--- config.mk ---
export PLATFORM = sky130hd
export DESIGN_NAME = software_timer_bank_unit_flat
export DESIGN_NICKNAME = d
export VERILOG_FILES = /design/src/rtl/swtb_pkg.sv /design/src/rtl/swtb_if.sv /design/src/rtl/swtb_dp.sv /design/src/rtl/swtb_ctrl.sv /design/src/rtl/software_timer_bank_unit.sv /design/src/flat_wrapper.sv
export SDC_FILE = /design/constraint.sdc
export NUM_CORES = 1
export LEC_CHECK = 0
export BUFFER_PORTS_ARGS = -buffer_cell sky130_fd_sc_hd__clkbuf_2
export CAP_MARGIN = 20
export CORE_UTILIZATION = 50
export DETAILED_ROUTE_END_ITERATION = 16
export PLACE_DENSITY = 0.67
export SLEW_MARGIN = 0
export SYNTH_ARGS = -nofsm -noshare
export SYNTH_HDL_FRONTEND = slang
export SYNTH_SLANG_ARGS = --single-unit
--- constraint.sdc ---
create_clock -name clk -period 5.26 [get_ports clk]
set_clock_uncertainty 0.05 [all_clocks]
set_input_delay 0.263 -clock clk [delete_from_list [all_inputs] [get_ports clk]]
set_output_delay 0.263 -clock clk [all_outputs]
set_load 0.05 [all_outputs]
--- src/rtl/swtb_pkg.sv ---
// Shared constants, operation and result codes, and the command and status
// structures that join the timer bank controller and datapath.
// No dependencies.
package swtb_pkg;

  localparam int TIMER_COUNT_DEF = 8;
  localparam int COUNT_WIDTH_DEF = 16;

  localparam int OP_W       = 3;
  localparam int SLOT_W     = 8;
  localparam int FIELD_W    = 16;
  localparam int KIND_W     = 2;
  localparam int SLOT_OUT_W = 3;

  localparam logic [OP_W-1:0] OP_CREATE = 3'd0;
  localparam logic [OP_W-1:0] OP_DELETE = 3'd1;
  localparam logic [OP_W-1:0] OP_START  = 3'd2;
  localparam logic [OP_W-1:0] OP_STOP   = 3'd3;
  localparam logic [OP_W-1:0] OP_TICK   = 3'd4;

  localparam logic [KIND_W-1:0] KIND_ACCEPT = 2'd0;
  localparam logic [KIND_W-1:0] KIND_REJECT = 2'd1;
  localparam logic [KIND_W-1:0] KIND_FIRED  = 2'd2;
  localparam logic [KIND_W-1:0] KIND_DONE   = 2'd3;

  // Source of the slot number reported in a result.
  localparam logic [1:0] SEL_ZERO = 2'd0;
  localparam logic [1:0] SEL_SLOT = 2'd1;
  localparam logic [1:0] SEL_IDX  = 2'd2;

  typedef struct packed {
    logic              load_item;
    logic              idx_clr;
    logic              idx_inc;
    logic              create_wr;
    logic              cmd_apply;
    logic              tick_dec;
    logic              tick_fire;
    logic              pend_set;
    logic [KIND_W-1:0] pend_kind;
    logic [1:0]        pend_sel;
    logic              pend_last;
    logic              out_load;
  } swtb_cmd_t;

  typedef struct packed {
    logic [OP_W-1:0] op;
    logic            slot_bad;
    logic            slot_used;
    logic            idx_end;
    logic            idx_used;
    logic            idx_run;
    logic            ticks_zero;
    logic            out_space;
    logic            pend_last;
  } swtb_stat_t;

endpackage

--- src/rtl/swtb_if.sv ---
// Valid/ready channel interfaces for the timer bank: command items in,
// result items out. Depends on swtb_pkg for the field widths.
interface swtb_in_if;
  logic                         valid;
  logic                         ready;
  logic [swtb_pkg::OP_W-1:0]    opcode;
  logic [swtb_pkg::SLOT_W-1:0]  slot;
  logic [swtb_pkg::FIELD_W-1:0] delay_ticks;
  logic [swtb_pkg::FIELD_W-1:0] period_ticks;
  logic                         start_running;

  modport source (output valid, opcode, slot, delay_ticks, period_ticks, start_running,
                  input ready);
  modport sink (input valid, opcode, slot, delay_ticks, period_ticks, start_running,
                output ready);
endinterface

interface swtb_out_if;
  logic                            valid;
  logic                            ready;
  logic [swtb_pkg::KIND_W-1:0]     result_kind;
  logic [swtb_pkg::SLOT_OUT_W-1:0] slot_out;
  logic                            last;

  modport source (output valid, result_kind, slot_out, last, input ready);
  modport sink (input valid, result_kind, slot_out, last, output ready);
endinterface

--- src/rtl/swtb_dp.sv ---
// Timer bank datapath: captured item, slot flags, delay and period memories,
// slot walk counter, pending result and output register. Depends on swtb_pkg.
module swtb_dp #(
  parameter int TIMER_COUNT = swtb_pkg::TIMER_COUNT_DEF,
  parameter int COUNT_WIDTH = swtb_pkg::COUNT_WIDTH_DEF
) (
  input  logic                            clk,
  input  logic                            rst_n,
  input  swtb_pkg::swtb_cmd_t             cmd,
  output swtb_pkg::swtb_stat_t            stat,
  input  logic [swtb_pkg::OP_W-1:0]       in_opcode,
  input  logic [swtb_pkg::SLOT_W-1:0]     in_slot,
  input  logic [swtb_pkg::FIELD_W-1:0]    in_delay_ticks,
  input  logic [swtb_pkg::FIELD_W-1:0]    in_period_ticks,
  input  logic                            in_start_running,
  input  logic                            out_ready,
  output logic                            out_valid,
  output logic [swtb_pkg::KIND_W-1:0]     out_result_kind,
  output logic [swtb_pkg::SLOT_OUT_W-1:0] out_slot_out,
  output logic                            out_last
);

  localparam int IW = (TIMER_COUNT > 1) ? $clog2(TIMER_COUNT) : 1;
  localparam int CW = $clog2(TIMER_COUNT + 1);

  logic [swtb_pkg::OP_W-1:0]       op_r;
  logic [swtb_pkg::SLOT_W-1:0]     slot_r;
  logic [swtb_pkg::FIELD_W-1:0]    delay_r;
  logic [swtb_pkg::FIELD_W-1:0]    period_r;
  logic                            start_r;
  logic [TIMER_COUNT-1:0]          used_r;
  logic [TIMER_COUNT-1:0]          used_nxt;
  logic [TIMER_COUNT-1:0]          run_r;
  logic [TIMER_COUNT-1:0]          run_nxt;
  logic [CW-1:0]                   idx_r;
  logic [COUNT_WIDTH-1:0]          ticks_mem [TIMER_COUNT];
  logic [COUNT_WIDTH-1:0]          reload_mem [TIMER_COUNT];
  logic [COUNT_WIDTH-1:0]          rd_ticks_r;
  logic [COUNT_WIDTH-1:0]          rd_reload_r;
  logic [COUNT_WIDTH-1:0]          wr_ticks;
  logic                            ticks_we;
  logic                            reload_zero;
  logic [IW-1:0]                   ix;
  logic [IW-1:0]                   sx;
  logic [swtb_pkg::KIND_W-1:0]     pend_kind_r;
  logic [swtb_pkg::SLOT_OUT_W-1:0] pend_slot_r;
  logic [swtb_pkg::SLOT_OUT_W-1:0] pend_slot;
  logic                            pend_last_r;
  logic                            out_valid_r;
  logic [swtb_pkg::KIND_W-1:0]     out_kind_r;
  logic [swtb_pkg::SLOT_OUT_W-1:0] out_slot_r;
  logic                            out_last_r;

  assign ix          = idx_r[IW-1:0];
  assign sx          = slot_r[IW-1:0];
  assign reload_zero = (rd_reload_r == '0);

  always_ff @(posedge clk) begin
    if (cmd.load_item) begin
      op_r     <= in_opcode;
      slot_r   <= in_slot;
      delay_r  <= in_delay_ticks;
      period_r <= in_period_ticks;
      start_r  <= in_start_running;
    end
  end

  always_comb begin
    used_nxt = used_r;
    run_nxt  = run_r;
    if (cmd.create_wr) begin
      used_nxt[ix] = 1'b1;
      run_nxt[ix]  = start_r;
    end
    if (cmd.cmd_apply) begin
      unique case (op_r)
        swtb_pkg::OP_DELETE: begin
          used_nxt[sx] = 1'b0;
          run_nxt[sx]  = 1'b0;
        end
        swtb_pkg::OP_START: run_nxt[sx] = 1'b1;
        swtb_pkg::OP_STOP:  run_nxt[sx] = 1'b0;
        default: ;
      endcase
    end
    if (cmd.tick_fire && reload_zero) begin
      used_nxt[ix] = 1'b0;
      run_nxt[ix]  = 1'b0;
    end
  end

  always_ff @(posedge clk) begin
    if (!rst_n) begin
      used_r <= '0;
      run_r  <= '0;
      idx_r  <= '0;
    end else begin
      used_r <= used_nxt;
      run_r  <= run_nxt;
      if (cmd.idx_clr) begin
        idx_r <= '0;
      end else if (cmd.idx_inc) begin
        idx_r <= idx_r + CW'(1);
      end
    end
  end

  always_comb begin
    if (cmd.create_wr) begin
      wr_ticks = COUNT_WIDTH'(delay_r);
    end else if (cmd.tick_fire) begin
      wr_ticks = rd_reload_r;
    end else begin
      wr_ticks = rd_ticks_r - COUNT_WIDTH'(1);
    end
  end

  assign ticks_we = cmd.create_wr | cmd.tick_dec | (cmd.tick_fire & ~reload_zero);

  always_ff @(posedge clk) begin
    if (ticks_we) begin
      ticks_mem[ix] <= wr_ticks;
    end
    if (cmd.create_wr) begin
      reload_mem[ix] <= COUNT_WIDTH'(period_r);
    end
    rd_ticks_r  <= ticks_mem[ix];
    rd_reload_r <= reload_mem[ix];
  end

  always_comb begin
    unique case (cmd.pend_sel)
      swtb_pkg::SEL_SLOT: pend_slot = slot_r[swtb_pkg::SLOT_OUT_W-1:0];
      swtb_pkg::SEL_IDX:  pend_slot = swtb_pkg::SLOT_OUT_W'(idx_r);
      default:            pend_slot = '0;
    endcase
  end

  always_ff @(posedge clk) begin
    if (cmd.pend_set) begin
      pend_kind_r <= cmd.pend_kind;
      pend_slot_r <= pend_slot;
      pend_last_r <= cmd.pend_last;
    end
    if (cmd.out_load) begin
      out_kind_r <= pend_kind_r;
      out_slot_r <= pend_slot_r;
      out_last_r <= pend_last_r;
    end
  end

  always_ff @(posedge clk) begin
    if (!rst_n) begin
      out_valid_r <= 1'b0;
    end else if (cmd.out_load) begin
      out_valid_r <= 1'b1;
    end else if (out_ready) begin
      out_valid_r <= 1'b0;
    end
  end

  assign out_valid       = out_valid_r;
  assign out_result_kind = out_kind_r;
  assign out_slot_out    = out_slot_r;
  assign out_last        = out_last_r;

  assign stat.op         = op_r;
  assign stat.slot_bad   = (slot_r >= swtb_pkg::SLOT_W'(TIMER_COUNT));
  assign stat.slot_used  = used_r[sx];
  assign stat.idx_end    = (idx_r == CW'(TIMER_COUNT));
  assign stat.idx_used   = used_r[ix];
  assign stat.idx_run    = run_r[ix];
  assign stat.ticks_zero = (rd_ticks_r == '0);
  assign stat.out_space  = ~out_valid_r | out_ready;
  assign stat.pend_last  = pend_last_r;

endmodule

--- src/rtl/swtb_ctrl.sv ---
// Timer bank controller: state machine that decodes each item, walks the
// slots for create and tick, and issues datapath commands. Depends on swtb_pkg.
module swtb_ctrl (
  input  logic                 clk,
  input  logic                 rst_n,
  input  logic                 in_valid,
  output logic                 in_ready,
  input  swtb_pkg::swtb_stat_t stat,
  output swtb_pkg::swtb_cmd_t  cmd
);

  localparam logic [2:0] ST_IDLE   = 3'd0;
  localparam logic [2:0] ST_DECODE = 3'd1;
  localparam logic [2:0] ST_CREATE = 3'd2;
  localparam logic [2:0] ST_TK_RD  = 3'd3;
  localparam logic [2:0] ST_TK_EV  = 3'd4;
  localparam logic [2:0] ST_EMIT   = 3'd5;

  logic [2:0] state_r;
  logic [2:0] state_nxt;

  assign in_ready = (state_r == ST_IDLE);

  always_comb begin
    cmd       = '0;
    state_nxt = state_r;
    unique case (state_r)
      ST_IDLE: begin
        if (in_valid) begin
          cmd.load_item = 1'b1;
          state_nxt     = ST_DECODE;
        end
      end
      ST_DECODE: begin
        priority if (stat.op == swtb_pkg::OP_CREATE) begin
          cmd.idx_clr = 1'b1;
          state_nxt   = ST_CREATE;
        end else if (stat.op == swtb_pkg::OP_DELETE || stat.op == swtb_pkg::OP_START ||
                     stat.op == swtb_pkg::OP_STOP) begin
          cmd.pend_set  = 1'b1;
          cmd.pend_sel  = swtb_pkg::SEL_SLOT;
          cmd.pend_last = 1'b1;
          if (stat.slot_bad || !stat.slot_used) begin
            cmd.pend_kind = swtb_pkg::KIND_REJECT;
          end else begin
            cmd.cmd_apply = 1'b1;
            cmd.pend_kind = swtb_pkg::KIND_ACCEPT;
          end
          state_nxt = ST_EMIT;
        end else if (stat.op == swtb_pkg::OP_TICK) begin
          cmd.idx_clr = 1'b1;
          state_nxt   = ST_TK_RD;
        end else begin
          cmd.pend_set  = 1'b1;
          cmd.pend_sel  = swtb_pkg::SEL_ZERO;
          cmd.pend_kind = swtb_pkg::KIND_REJECT;
          cmd.pend_last = 1'b1;
          state_nxt     = ST_EMIT;
        end
      end
      ST_CREATE: begin
        priority if (stat.idx_end) begin
          cmd.pend_set  = 1'b1;
          cmd.pend_sel  = swtb_pkg::SEL_ZERO;
          cmd.pend_kind = swtb_pkg::KIND_REJECT;
          cmd.pend_last = 1'b1;
          state_nxt     = ST_EMIT;
        end else if (!stat.idx_used) begin
          cmd.create_wr = 1'b1;
          cmd.pend_set  = 1'b1;
          cmd.pend_sel  = swtb_pkg::SEL_IDX;
          cmd.pend_kind = swtb_pkg::KIND_ACCEPT;
          cmd.pend_last = 1'b1;
          state_nxt     = ST_EMIT;
        end else begin
          cmd.idx_inc = 1'b1;
        end
      end
      ST_TK_RD: begin
        priority if (stat.idx_end) begin
          cmd.pend_set  = 1'b1;
          cmd.pend_sel  = swtb_pkg::SEL_ZERO;
          cmd.pend_kind = swtb_pkg::KIND_DONE;
          cmd.pend_last = 1'b1;
          state_nxt     = ST_EMIT;
        end else if (!stat.idx_used) begin
          cmd.idx_inc = 1'b1;
        end else begin
          state_nxt = ST_TK_EV;
        end
      end
      ST_TK_EV: begin
        cmd.idx_inc = 1'b1;
        state_nxt   = ST_TK_RD;
        if (stat.ticks_zero) begin
          if (stat.idx_run) begin
            cmd.tick_fire = 1'b1;
            cmd.pend_set  = 1'b1;
            cmd.pend_sel  = swtb_pkg::SEL_IDX;
            cmd.pend_kind = swtb_pkg::KIND_FIRED;
            cmd.pend_last = 1'b0;
            state_nxt     = ST_EMIT;
          end
        end else begin
          cmd.tick_dec = 1'b1;
        end
      end
      ST_EMIT: begin
        if (stat.out_space) begin
          cmd.out_load = 1'b1;
          state_nxt    = stat.pend_last ? ST_IDLE : ST_TK_RD;
        end
      end
      default: state_nxt = ST_IDLE;
    endcase
  end

  always_ff @(posedge clk) begin
    if (!rst_n) begin
      state_r <= ST_IDLE;
    end else begin
      state_r <= state_nxt;
    end
  end

endmodule

--- src/rtl/software_timer_bank_unit.sv ---
// Top level of the software timer bank: joins the controller and datapath to
// the command and result channels. Depends on swtb_pkg, swtb_if, swtb_ctrl, swtb_dp.
//
//   Channel    Direction  Carries
//   in_chan    sink       opcode, slot, delay_ticks, period_ticks, start_running
//   out_chan   source     result_kind, slot_out, last
//
// One item is taken at a time; the next is accepted once the last result of
// the previous one is in the output register. Create walks the slots from
// zero to the first free one; delete, start and stop go from decode straight
// to emit. A tick visits an unused slot in ST_TK_RD only and a used slot in
// ST_TK_RD and then ST_TK_EV, since the tick memory read is registered, and it
// passes through ST_EMIT for each firing.
// Reset (synchronous, active low) empties every slot. A stalled output holds
// the walk at the pending result.
module software_timer_bank_unit #(
  parameter int TIMER_COUNT = swtb_pkg::TIMER_COUNT_DEF,
  parameter int COUNT_WIDTH = swtb_pkg::COUNT_WIDTH_DEF
) (
  input logic       clk,
  input logic       rst_n,
  swtb_in_if.sink   in_chan,
  swtb_out_if.source out_chan
);

  swtb_pkg::swtb_cmd_t  cmd;
  swtb_pkg::swtb_stat_t stat;
  logic                 in_ready;

  assign in_chan.ready = in_ready;

  swtb_ctrl u_ctrl (
    .clk      (clk),
    .rst_n    (rst_n),
    .in_valid (in_chan.valid),
    .in_ready (in_ready),
    .stat     (stat),
    .cmd      (cmd)
  );

  swtb_dp #(
    .TIMER_COUNT (TIMER_COUNT),
    .COUNT_WIDTH (COUNT_WIDTH)
  ) u_dp (
    .clk              (clk),
    .rst_n            (rst_n),
    .cmd              (cmd),
    .stat             (stat),
    .in_opcode        (in_chan.opcode),
    .in_slot          (in_chan.slot),
    .in_delay_ticks   (in_chan.delay_ticks),
    .in_period_ticks  (in_chan.period_ticks),
    .in_start_running (in_chan.start_running),
    .out_ready        (out_chan.ready),
    .out_valid        (out_chan.valid),
    .out_result_kind  (out_chan.result_kind),
    .out_slot_out     (out_chan.slot_out),
    .out_last         (out_chan.last)
  );

endmodule

--- src/flat_wrapper.sv ---
// flat-port wrapper written by rule: the top's interface ports become plain ports
module software_timer_bank_unit_flat 
#(
  parameter int TIMER_COUNT = swtb_pkg::TIMER_COUNT_DEF,
  parameter int COUNT_WIDTH = swtb_pkg::COUNT_WIDTH_DEF
)
  (clk, rst_n, in_chan_valid, in_chan_opcode, in_chan_slot, in_chan_delay_ticks, in_chan_period_ticks, in_chan_start_running, in_chan_ready, out_chan_valid, out_chan_result_kind, out_chan_slot_out, out_chan_last, out_chan_ready);
  swtb_in_if in_chan_i ();
  swtb_out_if out_chan_i ();
  input logic clk;
  input logic rst_n;
  input wire logic [$bits(in_chan_i.valid)-1:0] in_chan_valid;
  input wire logic [$bits(in_chan_i.opcode)-1:0] in_chan_opcode;
  input wire logic [$bits(in_chan_i.slot)-1:0] in_chan_slot;
  input wire logic [$bits(in_chan_i.delay_ticks)-1:0] in_chan_delay_ticks;
  input wire logic [$bits(in_chan_i.period_ticks)-1:0] in_chan_period_ticks;
  input wire logic [$bits(in_chan_i.start_running)-1:0] in_chan_start_running;
  output wire logic [$bits(in_chan_i.ready)-1:0] in_chan_ready;
  output wire logic [$bits(out_chan_i.valid)-1:0] out_chan_valid;
  output wire logic [$bits(out_chan_i.result_kind)-1:0] out_chan_result_kind;
  output wire logic [$bits(out_chan_i.slot_out)-1:0] out_chan_slot_out;
  output wire logic [$bits(out_chan_i.last)-1:0] out_chan_last;
  input wire logic [$bits(out_chan_i.ready)-1:0] out_chan_ready;
  assign in_chan_i.valid = in_chan_valid;
  assign in_chan_i.opcode = in_chan_opcode;
  assign in_chan_i.slot = in_chan_slot;
  assign in_chan_i.delay_ticks = in_chan_delay_ticks;
  assign in_chan_i.period_ticks = in_chan_period_ticks;
  assign in_chan_i.start_running = in_chan_start_running;
  assign in_chan_ready = in_chan_i.ready;
  assign out_chan_valid = out_chan_i.valid;
  assign out_chan_result_kind = out_chan_i.result_kind;
  assign out_chan_slot_out = out_chan_i.slot_out;
  assign out_chan_last = out_chan_i.last;
  assign out_chan_i.ready = out_chan_ready;
  software_timer_bank_unit #(.TIMER_COUNT(TIMER_COUNT), .COUNT_WIDTH(COUNT_WIDTH)) u_core (.clk(clk), .rst_n(rst_n), .in_chan(in_chan_i), .out_chan(out_chan_i));
endmodule
# Word level (Yosys, flattened, before mapping)

Memory sizes are Yosys's and may differ from the RTL's. A register that Yosys moved wholly into a read port is not among the register bits.
Cells that the tools add are included.

Register bits: 80
Bits in latches: 0
RAM bits: 256
Memory bits (read-only): 0
Output and inout port bits: 8
Word-level logic and storage cells: 142
Memories: 2

$add $sub $neg: 2
Multipliers: 0
Divide/modulo/power cells: 0
Order comparisons: 5
Equal/unequal tests: 16
Shift operators: 0
Muxes and demuxes: 71
Bitwise operators: 15
Reductions and logical operators: 15

Memories:

| memory                 | depth | width | rd ports | clocked after Yosys merged registers in | write ports | line          | RTL |
|---|---|---|---|---|---|---|---|
| u_core.u_dp.reload_mem | 8     | 16    | 1        | 1                                       | 1           | swtb_dp.sv:37 | `logic [COUNT_WIDTH-1:0] reload_mem [TIMER_COUNT];` |
| u_core.u_dp.ticks_mem  | 8     | 16    | 1        | 1                                       | 1           | swtb_dp.sv:36 | `logic [COUNT_WIDTH-1:0] ticks_mem [TIMER_COUNT];` |

Operators by type and width:

| operator                | number |
|---|---|
| $mux W8                 | 7 |
| $mux W6                 | 6 |
| $mux W3                 | 11 |
| $and A8 B8 Y8           | 4 |
| $logic_not A16 Y1       | 2 |
| $mux W16                | 2 |
| $mux W1                 | 29 |
| $pmux W6 S4             | 1 |
| $pmux W3 S6             | 1 |
| $not A8 Y8              | 2 |
| $or A8 B8 Y8            | 2 |
| $pmux W8 S2             | 1 |
| $sub A16 B1 Y16 const B | 1 |
| $mux W7                 | 2 |
| $eq A3 B2 Y1 const B    | 4 |
| $bmux W1 S3             | 3 |
| $eq A3 B3 Y1 const B    | 3 |
| $bwmux W8               | 1 |
| $ge A8 B4 Y1 const B    | 1 |
| $lt A3 B4 Y1 const B    | 2 |
| $demux W1 S3            | 2 |
| $eq A3 B1 Y1 const B    | 2 |
| $ge A3 B1 Y1 const B    | 2 |
| $logic_not A3 Y1        | 2 |
| other kinds (19)        | 31 |

# Logic depth before layout (Yosys ltp)

Gate-level depths: netlist of run 1.

Depth in word-level cells: 11
Gate-level depth with buffers: 15

# Modules after synthesis

From an unflattened synthesis of run 1, not the netlist that was laid out.

Cell total of the unflattened synthesis: 932
Area, all modules: 14465.1 sq um

By module, submodules not included:

| module    | instances | cells an instance | area each (sq um) | seq. area each (sq um) |
|---|---|---|---|---|
| swtb_dp   | 1         | 873               | 14014.7           | 10430.0 |
| swtb_ctrl | 1         | 59                | 450.4             | 60.1 |

# Least setup slack after synthesis of run 1

Ideal clock, no wire load.

Path kind: reg2reg
Start: reg u_core.u_ctrl.state_r[0]
End: reg u_core.u_dp.delay_r[0] in the netlist's numbering, enable pin
Library setup time: 0.405 ns
Arrival: 2.903 ns
Required time: 4.805 ns
Path slack: 1.902 ns
Stages on the path, launching flop included: 4
Path buffers: 1
Clock period less this slack: 3.358 ns
Path through: dfxtp_1 clkbuf_1 nor3_1 and2_1

RTL lines:

| item                     | line             | RTL |
|---|---|---|
| start: declaration       | swtb_ctrl.sv:19  | `logic [2:0] state_r;` |
| start signal: assignment | swtb_ctrl.sv:122 | `state_r <= state_nxt;` |
| end signal: assignment   | swtb_dp.sv:62    | `delay_r <= in_delay_ticks;` |
| end: declaration         | swtb_dp.sv:28    | `logic [swtb_pkg::FIELD_W-1:0] delay_r;` |

# Final worst setup path of run 1

Start: reg u_core.u_dp.idx_r[0]
End: mem u_core.u_dp.ticks_mem[3][12] in the netlist's numbering, enable pin

Cells in the longest elaborated chain, start to end: 9
Elaborated cells between the ends (all ways): 16

RTL lines:

| item                                                 | line                             | RTL |
|---|---|---|
| start: declaration                                   | swtb_dp.sv:35                    | `logic [CW-1:0] idx_r;` |
| start signal: assignment                             | swtb_dp.sv:103                   | `idx_r <= idx_r + CW'(1);` |
| $bmux W1 S3, on equally long branches                | swtb_dp.sv:171, swtb_dp.sv:172   |  |
| $mux W1, on equally long branches                    | swtb_dp.sv:171, swtb_dp.sv:172   |  |
| $mux W1 / $mux W7 (equally long branches)            | swtb_ctrl.sv:68, swtb_ctrl.sv:96 |  |
| $mux W2 / $mux W7 (equally long branches)            | swtb_ctrl.sv:62, swtb_ctrl.sv:95 |  |
| $mux W1 / $mux W2 (equally long branches)            | swtb_ctrl.sv:27                  | `unique case (state_r)` |
| $or A1 B1 Y1 / $and A1 B1 Y1 (equally long branches) | swtb_dp.sv:118                   | `assign ticks_we = cmd.create_wr \| cmd.tick_dec \| (cmd.tick_fire & ~reload_zero);` |
| $or A1 B1 Y1                                         | swtb_dp.sv:118                   |  |
| $mux W1                                              | swtb_dp.sv:121                   | `if (ticks_we) begin` |
| $mux W1 (not written as such)                        | swtb_dp.sv:122                   | `ticks_mem[ix] <= wr_ticks;` |
| end: declaration                                     | swtb_dp.sv:36                    |  |

Several ways; a longest one is shown, not always the timed one. The select of a mux whose other input is x is not followed.

==> results of run 1 <==
[worst max-delay path, stage by stage, from the launching register on]
cell	delay [ps]
dfxtp_1	740
inv_1	370
ha_1	290
and3b_1	280
a2111oi_4	750
and2_1	220
buf_4	320
a21oi_1	210
nor2_1	190
buf_4	320
[layout make-up]
type	count	area, sq um
fill	2023	10700
sequential	368	10500
multi-input combinational	462	3250
clock buffer	54	1100
timing repair buffer	128	961
tap	372	465
clock inverter	15	184
inverter	20	75.1
[power breakdown]
part / switching (mW) / internal, mW
clock network: 1.06 / 1.66
logic: 0.760 / 0.341
registers: 0.283 / 3.74
total: 2.10 / 5.74
[registers in the layout, summed over array words and instances (netlist names), 3 cells and up]
register / cells
u_core.u_dp.out_slot_out: 3
u_core.u_dp.used_r: 8
u_core.u_dp.rd_reload_r: 16
u_core.u_dp.rd_ticks_r: 16
u_core.u_dp.ticks_mem: 128
u_core.u_dp.reload_mem: 128
u_core.u_dp.op_r: 3
u_core.u_ctrl.state_r: 3
u_core.u_dp.idx_r: 4
u_core.u_dp.run_r: 8
u_core.u_dp.period_r: 16
u_core.u_dp.slot_r: 8
u_core.u_dp.delay_r: 16
u_core.u_dp.pend_slot_r: 3
[per-stage QoR]
| stage | std cells | hold slack [ps] | utilization (%) | total power, mW | setup slack, ps |
|---|---|---|---|---|---|
| CTS | 1417 | 59.4 | 60.6 | 7.86 | 1210 |
| detailed placement | 1304 | 361 | 54.2 | 5.13 | 1210 |
| finish | 1419 | 75.8 | 60.7 | 7.84 | 1170 |
| global route | 1419 | 91.8 | 60.7 | 8.12 | 893 |
| global placement | 1304 | 354 | 54.2 | 5.09 | 1430 |
| floorplan | 903 | 312 | - | 4.67 | 1900 |
[what timing repair did]
item / in CTS / in global routing
setup endpoints to repair: 0 / 0
hold endpoints to repair: 44 / 0
hold buffers: 44 / 0
[metal layers]
metal / up-vias / part of all wire, % / routed length [um]
met5: - / 0 / 0
li1: 3858 / - / -
met3: 63 / 8.0 / 2600
met1: 4170 / 43 / 14000
met2: 391 / 47 / 15200
met4: 0 / 2.4 / 775
[final timing paths]
kind	to	slack [ps]
worst min-delay path	u_core.u_ctrl.state_r[2]	80
worst max register to register	u_core.u_dp.ticks_mem[3][12]	1170
worst min register to register	u_core.u_dp.out_result_kind[0]	370
worst max-delay path	u_core.u_dp.ticks_mem[3][12]	1170
[cells in the final DEF, fill, tap and decap left out, types with 20 or more instances in the layout]
| cell | instances |
|---|---|
| nand4_1 | 37 |
| clkbuf_16 | 40 |
| dlygate4sd3_1 | 44 |
| nand2_1 | 40 |
| edfxtp_1 | 312 |
| o21ai_0 | 27 |
| buf_4 | 26 |
| clkbuf_2 | 56 |
| a22oi_1 | 131 |
| dfxtp_1 | 56 |
| inv_1 | 20 |
| nor2_1 | 33 |
[kinds of logic after synthesis]
group / Yosys count / synth area share, %
flip-flops: 368 / 74.8
AO/OA/AOI/OAI: 230 / 12.3
AND/OR/NAND/NOR: 192 / 7.66
buffers and inverters: 73 / 2.14
multiplexers: 23 / 1.89
XOR/XNOR: 12 / 0.750
adder cells (fa/ha/maj): 5 / 0.446
==> results.py, run 1 <==
metrics = {
    "power": {
        "peakVddDrop_v": 0.000314,
        "p_leak_nw": 5.43,
        "powerDensity_nw_per_um2": 474,
    },
    "yosys": {
        "synth.most_common_cell": "edfxtp_1",
        "synthesis.nets": 956,
        "syn_area_sq_um": 14000,
        "yosys_register_bits": 368,
        "synth_top_area_share_pct": 66.8,
        "synth_flop_cell": "edfxtp_1",
        "synth_edf_count": 312,
        "synth_area_leaders": "edfxtp_1, dfxtp_1, a22oi_1",
        "synth_cell_types": 64,
        "ys.warnings.count": 0,
        "syn_inst": 903,
        "synth_common_cells": "edfxtp_1, a22oi_1, dfxtp_1",
        "avgSynthCellArea_sq_um": 15.5,
        "synth_largest_area_cell": "edfxtp_1",
        "async_reset_ff_share_pct": 0,
        "yosysSeqAreaShare_pct": 74.8,
    },
    "finish": {
        "fin_area_sq_um": 16500,
        "num-nets-final": 1071,
        "antenna_cells": 0,
        "syn_to_final_growth_pct": 17.9,
        "drive_above_1_share_pct": 16.4,
    },
    "critical_path": {
        "startpoint_type": "register",
        "end_kind": "register",
        "cp.required_ps": 5390,
        "cp.arrival_ps": 4230,
        "crit_path_max_fanout": 33,
        "startpoint": "u_core.u_dp.idx_r[0]",
        "reg2regPathDepth": 9,
        "path_class": "reg -> reg",
        "r2r-start": "u_core.u_dp.idx_r[0]",
    },
    "routing": {
        "drtIter0Drc": 865,
        "via_per_inst": 5.98,
        "via_count": 8482,
        "wl_per_cell_um": 23.0,
        "postRouteAntennaNets": 0,
        "dr.pass1.iters": 7,
        "route.detailed.drc": 0,
        "drt_wl_total_um": 32600,
    },
    "status": {
        "status": "finished clean",
    },
    "min_path": {
        "min_path_type": "in -> reg",
        "hold_path_depth": 4,
        "min-delay-start": "out_chan_ready",
    },
    "timing": {
        "fin_tns_setup_ps": 0,
        "finalSetupViolations": 0,
        "fin_crit_ps": 4090,
        "max_slew.worst_pin.slew_ps": 1110,
        "hold_viol": 0,
        "min_period_over_period_pct": 77.8,
        "rsz0062_at_grt": "false",
        "slew_viol_final": 0,
        "max_freq_mhz": 244,
        "slew_headroom_pct": 26.0,
    },
    "clock_network": {
        "cts_buffers": 38,
        "clock_latency_ps": 510,
        "cts_buffer_depth": 3,
        "ctsResizeCount": 0,
        "cts-root-buf": "clkbuf_16",
        "cts.sinks": 368,
        "cts_tree": "yes",
        "clk_pin_slew_worst_paths_ps": 60,
        "postCtsSetupRepairBufs": 0,
        "htreeDepth": 2,
    },
    "global_routing": {
        "first_global_vias": 8150,
        "globalRouteTotalUtil_pct": 23.1,
        "grt_max_degree": 36,
        "grt_overflow": 0,
        "grt_pass1_wl_um": 49100,
        "gr-usage-met2_pct": 36.2,
        "met1_usage_pct": 33.1,
        "grt_util_met3_pct": 4.10,
        "grt.busiest_layer": "met2",
        "antenna_found_initial": 0,
    },
    "floorplan": {
        "die_h_um": 169,
        "die_x_um": 169,
        "placementRows": 60,
        "start_util_pct": 51.5,
        "core_sq_um": 27300,
        "ios": 56,
        "die-area_sq_um": 28700,
    },
    "placement": {
        "dp_hpwl_um": 19300,
        "gp_congestion": 0.852,
        "port_buffers": 55,
        "placed_area_sq_um": 14800,
    },
    "flow_run": {
        "max-cap-violations": 0,
    },
}
(Power assumes the default switching activity.)
==> run 2: changes to the inputs <==
--- a/config.mk
+++ b/config.mk
@@ -9,7 +9,7 @@
 export CAP_MARGIN = 20
 export CORE_UTILIZATION = 50
 export DETAILED_ROUTE_END_ITERATION = 16
-export PLACE_DENSITY = 0.67
+export PLACE_DENSITY = 0.69
 export SLEW_MARGIN = 0
 export SYNTH_ARGS = -nofsm -noshare
 export SYNTH_HDL_FRONTEND = slang
==> constraint.sdc (replaced) <==
create_clock -name clk -period 3.7 [get_ports clk]
set_clock_uncertainty 0.05 [all_clocks]
set_input_delay 0.185 -clock clk [delete_from_list [all_inputs] [get_ports clk]]
set_output_delay 0.185 -clock clk [all_outputs]
set_load 0.05 [all_outputs]
==> run 2 against run 1 <==
  * Design area down 0.46%
  * Register-to-register slack worse by 720 ps
  * Largest power group unchanged
  * Wire length about the same
  * Final cell count increased by 0.63%
  * Via count is 0.39% lower
  * Critical path type unchanged
  * Sequential cell count is the same
  * Hold slack improved by 42 ps
  * Non-clock buffer count rose by 10
  * Critical path depth decreased by 3
  * Sequential share of layout area increased by 0.29 points
==> results.py, run 2 (synthesis gave the netlist of run 1 again) <==
metrics = {
    "global_routing": {
        "first_global_vias": 8376,
        "globalRouteTotalUtil_pct": 23.3,
        "grt_max_degree": 35,
        "grt_pass1_wl_um": 49700,
        "grt_overflow": 0,
        "antenna_found_initial": 0,
    },
    "clock_network": {
        "htreeDepth": 2,
        "cts-root-buf": "clkbuf_16",
        "ctsResizeCount": 0,
        "cts_tree": "yes",
        "cts_buffer_depth": 3,
        "clock_latency_ps": 530,
        "postCtsSetupRepairBufs": 0,
        "cts_buffers": 37,
        "clk_pin_slew_worst_paths_ps": 60,
        "cts.sinks": 368,
        "postCtsHoldBufs": 45,
    },
    "timing": {
        "hold_viol": 0,
        "fin_tns_setup_ps": 0,
        "max_freq_mhz": 307,
        "slew_viol_final": 0,
        "slew_headroom_pct": 44.8,
        "setup_slack_ps": 446,
        "rsz0062_at_grt": "false",
        "finalSetupViolations": 0,
        "fin_crit_ps": 3250,
        "min_period_over_period_pct": 88.0,
        "max_slew.worst_pin.slew_ps": 820,
    },
    "finish": {
        "antenna_cells": 0,
        "drive_above_1_share_pct": 16.7,
        "layoutNonFillerInstCount": 1428,
        "layout_commonest_cell": "edfxtp_1",
        "num-nets-final": 1080,
        "reg.largest.list": "u_core.u_dp.reload_mem: 128 flops, u_core.u_dp.ticks_mem: 128 flops",
        "syn_to_final_growth_pct": 17.3,
        "layout_common_cells": "edfxtp_1, a22oi_1, clkbuf_2, dfxtp_1, dlygate4sd3_1",
    },
    "critical_path": {
        "cp_slowest_stage_delay_ps": 660,
        "cp_cell_sequence": "mux4_2, mux2i_1, or3_1, buf_4, o21ai_0, o21ai_0",
        "end_kind": "register",
        "cp.required_ps": 3860,
        "critical_path.n_buffers_inverters": 1,
        "startpoint": "u_core.u_dp.idx_r[1]",
        "startpoint_type": "register",
        "r2r-start": "u_core.u_dp.idx_r[1]",
        "path_class": "reg -> reg",
        "crit_path_max_fanout": 23,
        "slowest_stage": "o21ai_0",
        "crit_family": "multiplexers",
        "cp_common_cell": "o21ai_0",
        "cp.arrival_ps": 3410,
    },
    "placement": {
        "dp.cells": 1314,
        "gp_congestion": 0.888,
        "place_ws_ps": 518,
        "dp_hpwl_um": 19100,
        "port_buffers": 55,
    },
    "routing": {
        "via_per_inst": 5.92,
        "drt_wl_total_um": 32600,
        "wl_per_cell_um": 22.8,
        "drtIter0Drc": 975,
        "postRouteAntennaNets": 0,
        "route.detailed.drc": 0,
        "via_count": 8449,
        "dr.pass1.iters": 5,
    },
    "status": {
        "status": "finished clean",
    },
    "power": {
        "peakVddDrop_v": 0.000408,
        "p_leak_nw": 5.42,
        "p_total_mw": 10.8,
        "powerDensity_nw_per_um2": 658,
    },
    "floorplan": {
        "placementRows": 60,
        "core_sq_um": 27300,
        "die-area_sq_um": 28700,
        "ios": 56,
        "start_util_pct": 51.5,
        "die_x_um": 169,
        "die_h_um": 169,
    },
    "min_path": {
        "min-delay-start": "rst_n",
        "min_path_type": "in -> reg",
    },
    "flow_run": {
        "max-cap-violations": 0,
    },
}
## run 2: cell count changes in the layout (fill, tap and decap cells not counted), moves of 2 or more
cell,previous run,this run
buf_4,26,37
bufinv_16,4,2
clkbuf_16,40,37
clkbuf_8,7,2
clkinv_1,3,6
clkinv_2,4,7
clkinv_8,0,2
## run 2: final cells by class
| cell class | count | area [sq um] |
|---|---|---|
| clock buffers | 48 | 987 |
| clock inverters | 20 | 175 |
| fillers | 2032 | 10800 |
| inverters | 20 | 75.1 |
| multi-input cells | 462 | 3250 |
| flip-flops and latches | 368 | 10500 |
| well taps | 372 | 465 |
| repair buffers | 138 | 1010 |
## run 2: metal layers
layer  vias up  GRT usage, %  part of all wire, %
met1      4226          32.0                   43
li1       3880             -                    -
met3        42          3.87                  6.4
met5         -             0                    0
met2       301          38.3                   48
met4         0          7.25                  1.8
## run 2: worst register-to-register path, delay by kind of cell, from the launching register on
family / cells / cell delay [ps]
mux: 2 / 870
simple gates: 1 / 210
flops: 1 / 640
buf+inv: 1 / 350
compound gates: 2 / 810
## run 2: final timing paths
kind	endpoint	slack, ps	cells past startpoint
setup / recovery	u_core.u_dp.ticks_mem[1][10]	450	6
hold / removal	u_core.u_dp.run_r[4]	120	3
setup reg to reg	u_core.u_dp.ticks_mem[1][10]	450	6
hold reg to reg	u_core.u_dp.out_slot_out[2]	380	0
## run 2: power breakdown
part / total (mW) / switching [mW] / internal (mW)
registers: 5.70 / 0.387 / 5.31
logic: 1.55 / 1.04 / 0.509
clock network: 3.57 / 1.53 / 2.04
total: 10.8 / 2.96 / 7.86
## run 2: per-stage QoR
stage	instance area, sq um	hold slack, ps	util (%)
floorplan	14000	234	-
global placement	14800	312	54.4
detailed placement	14800	314	54.4
CTS	16400	95.6	60.4
global route	16500	134	60.4
finish	16500	118	60.4
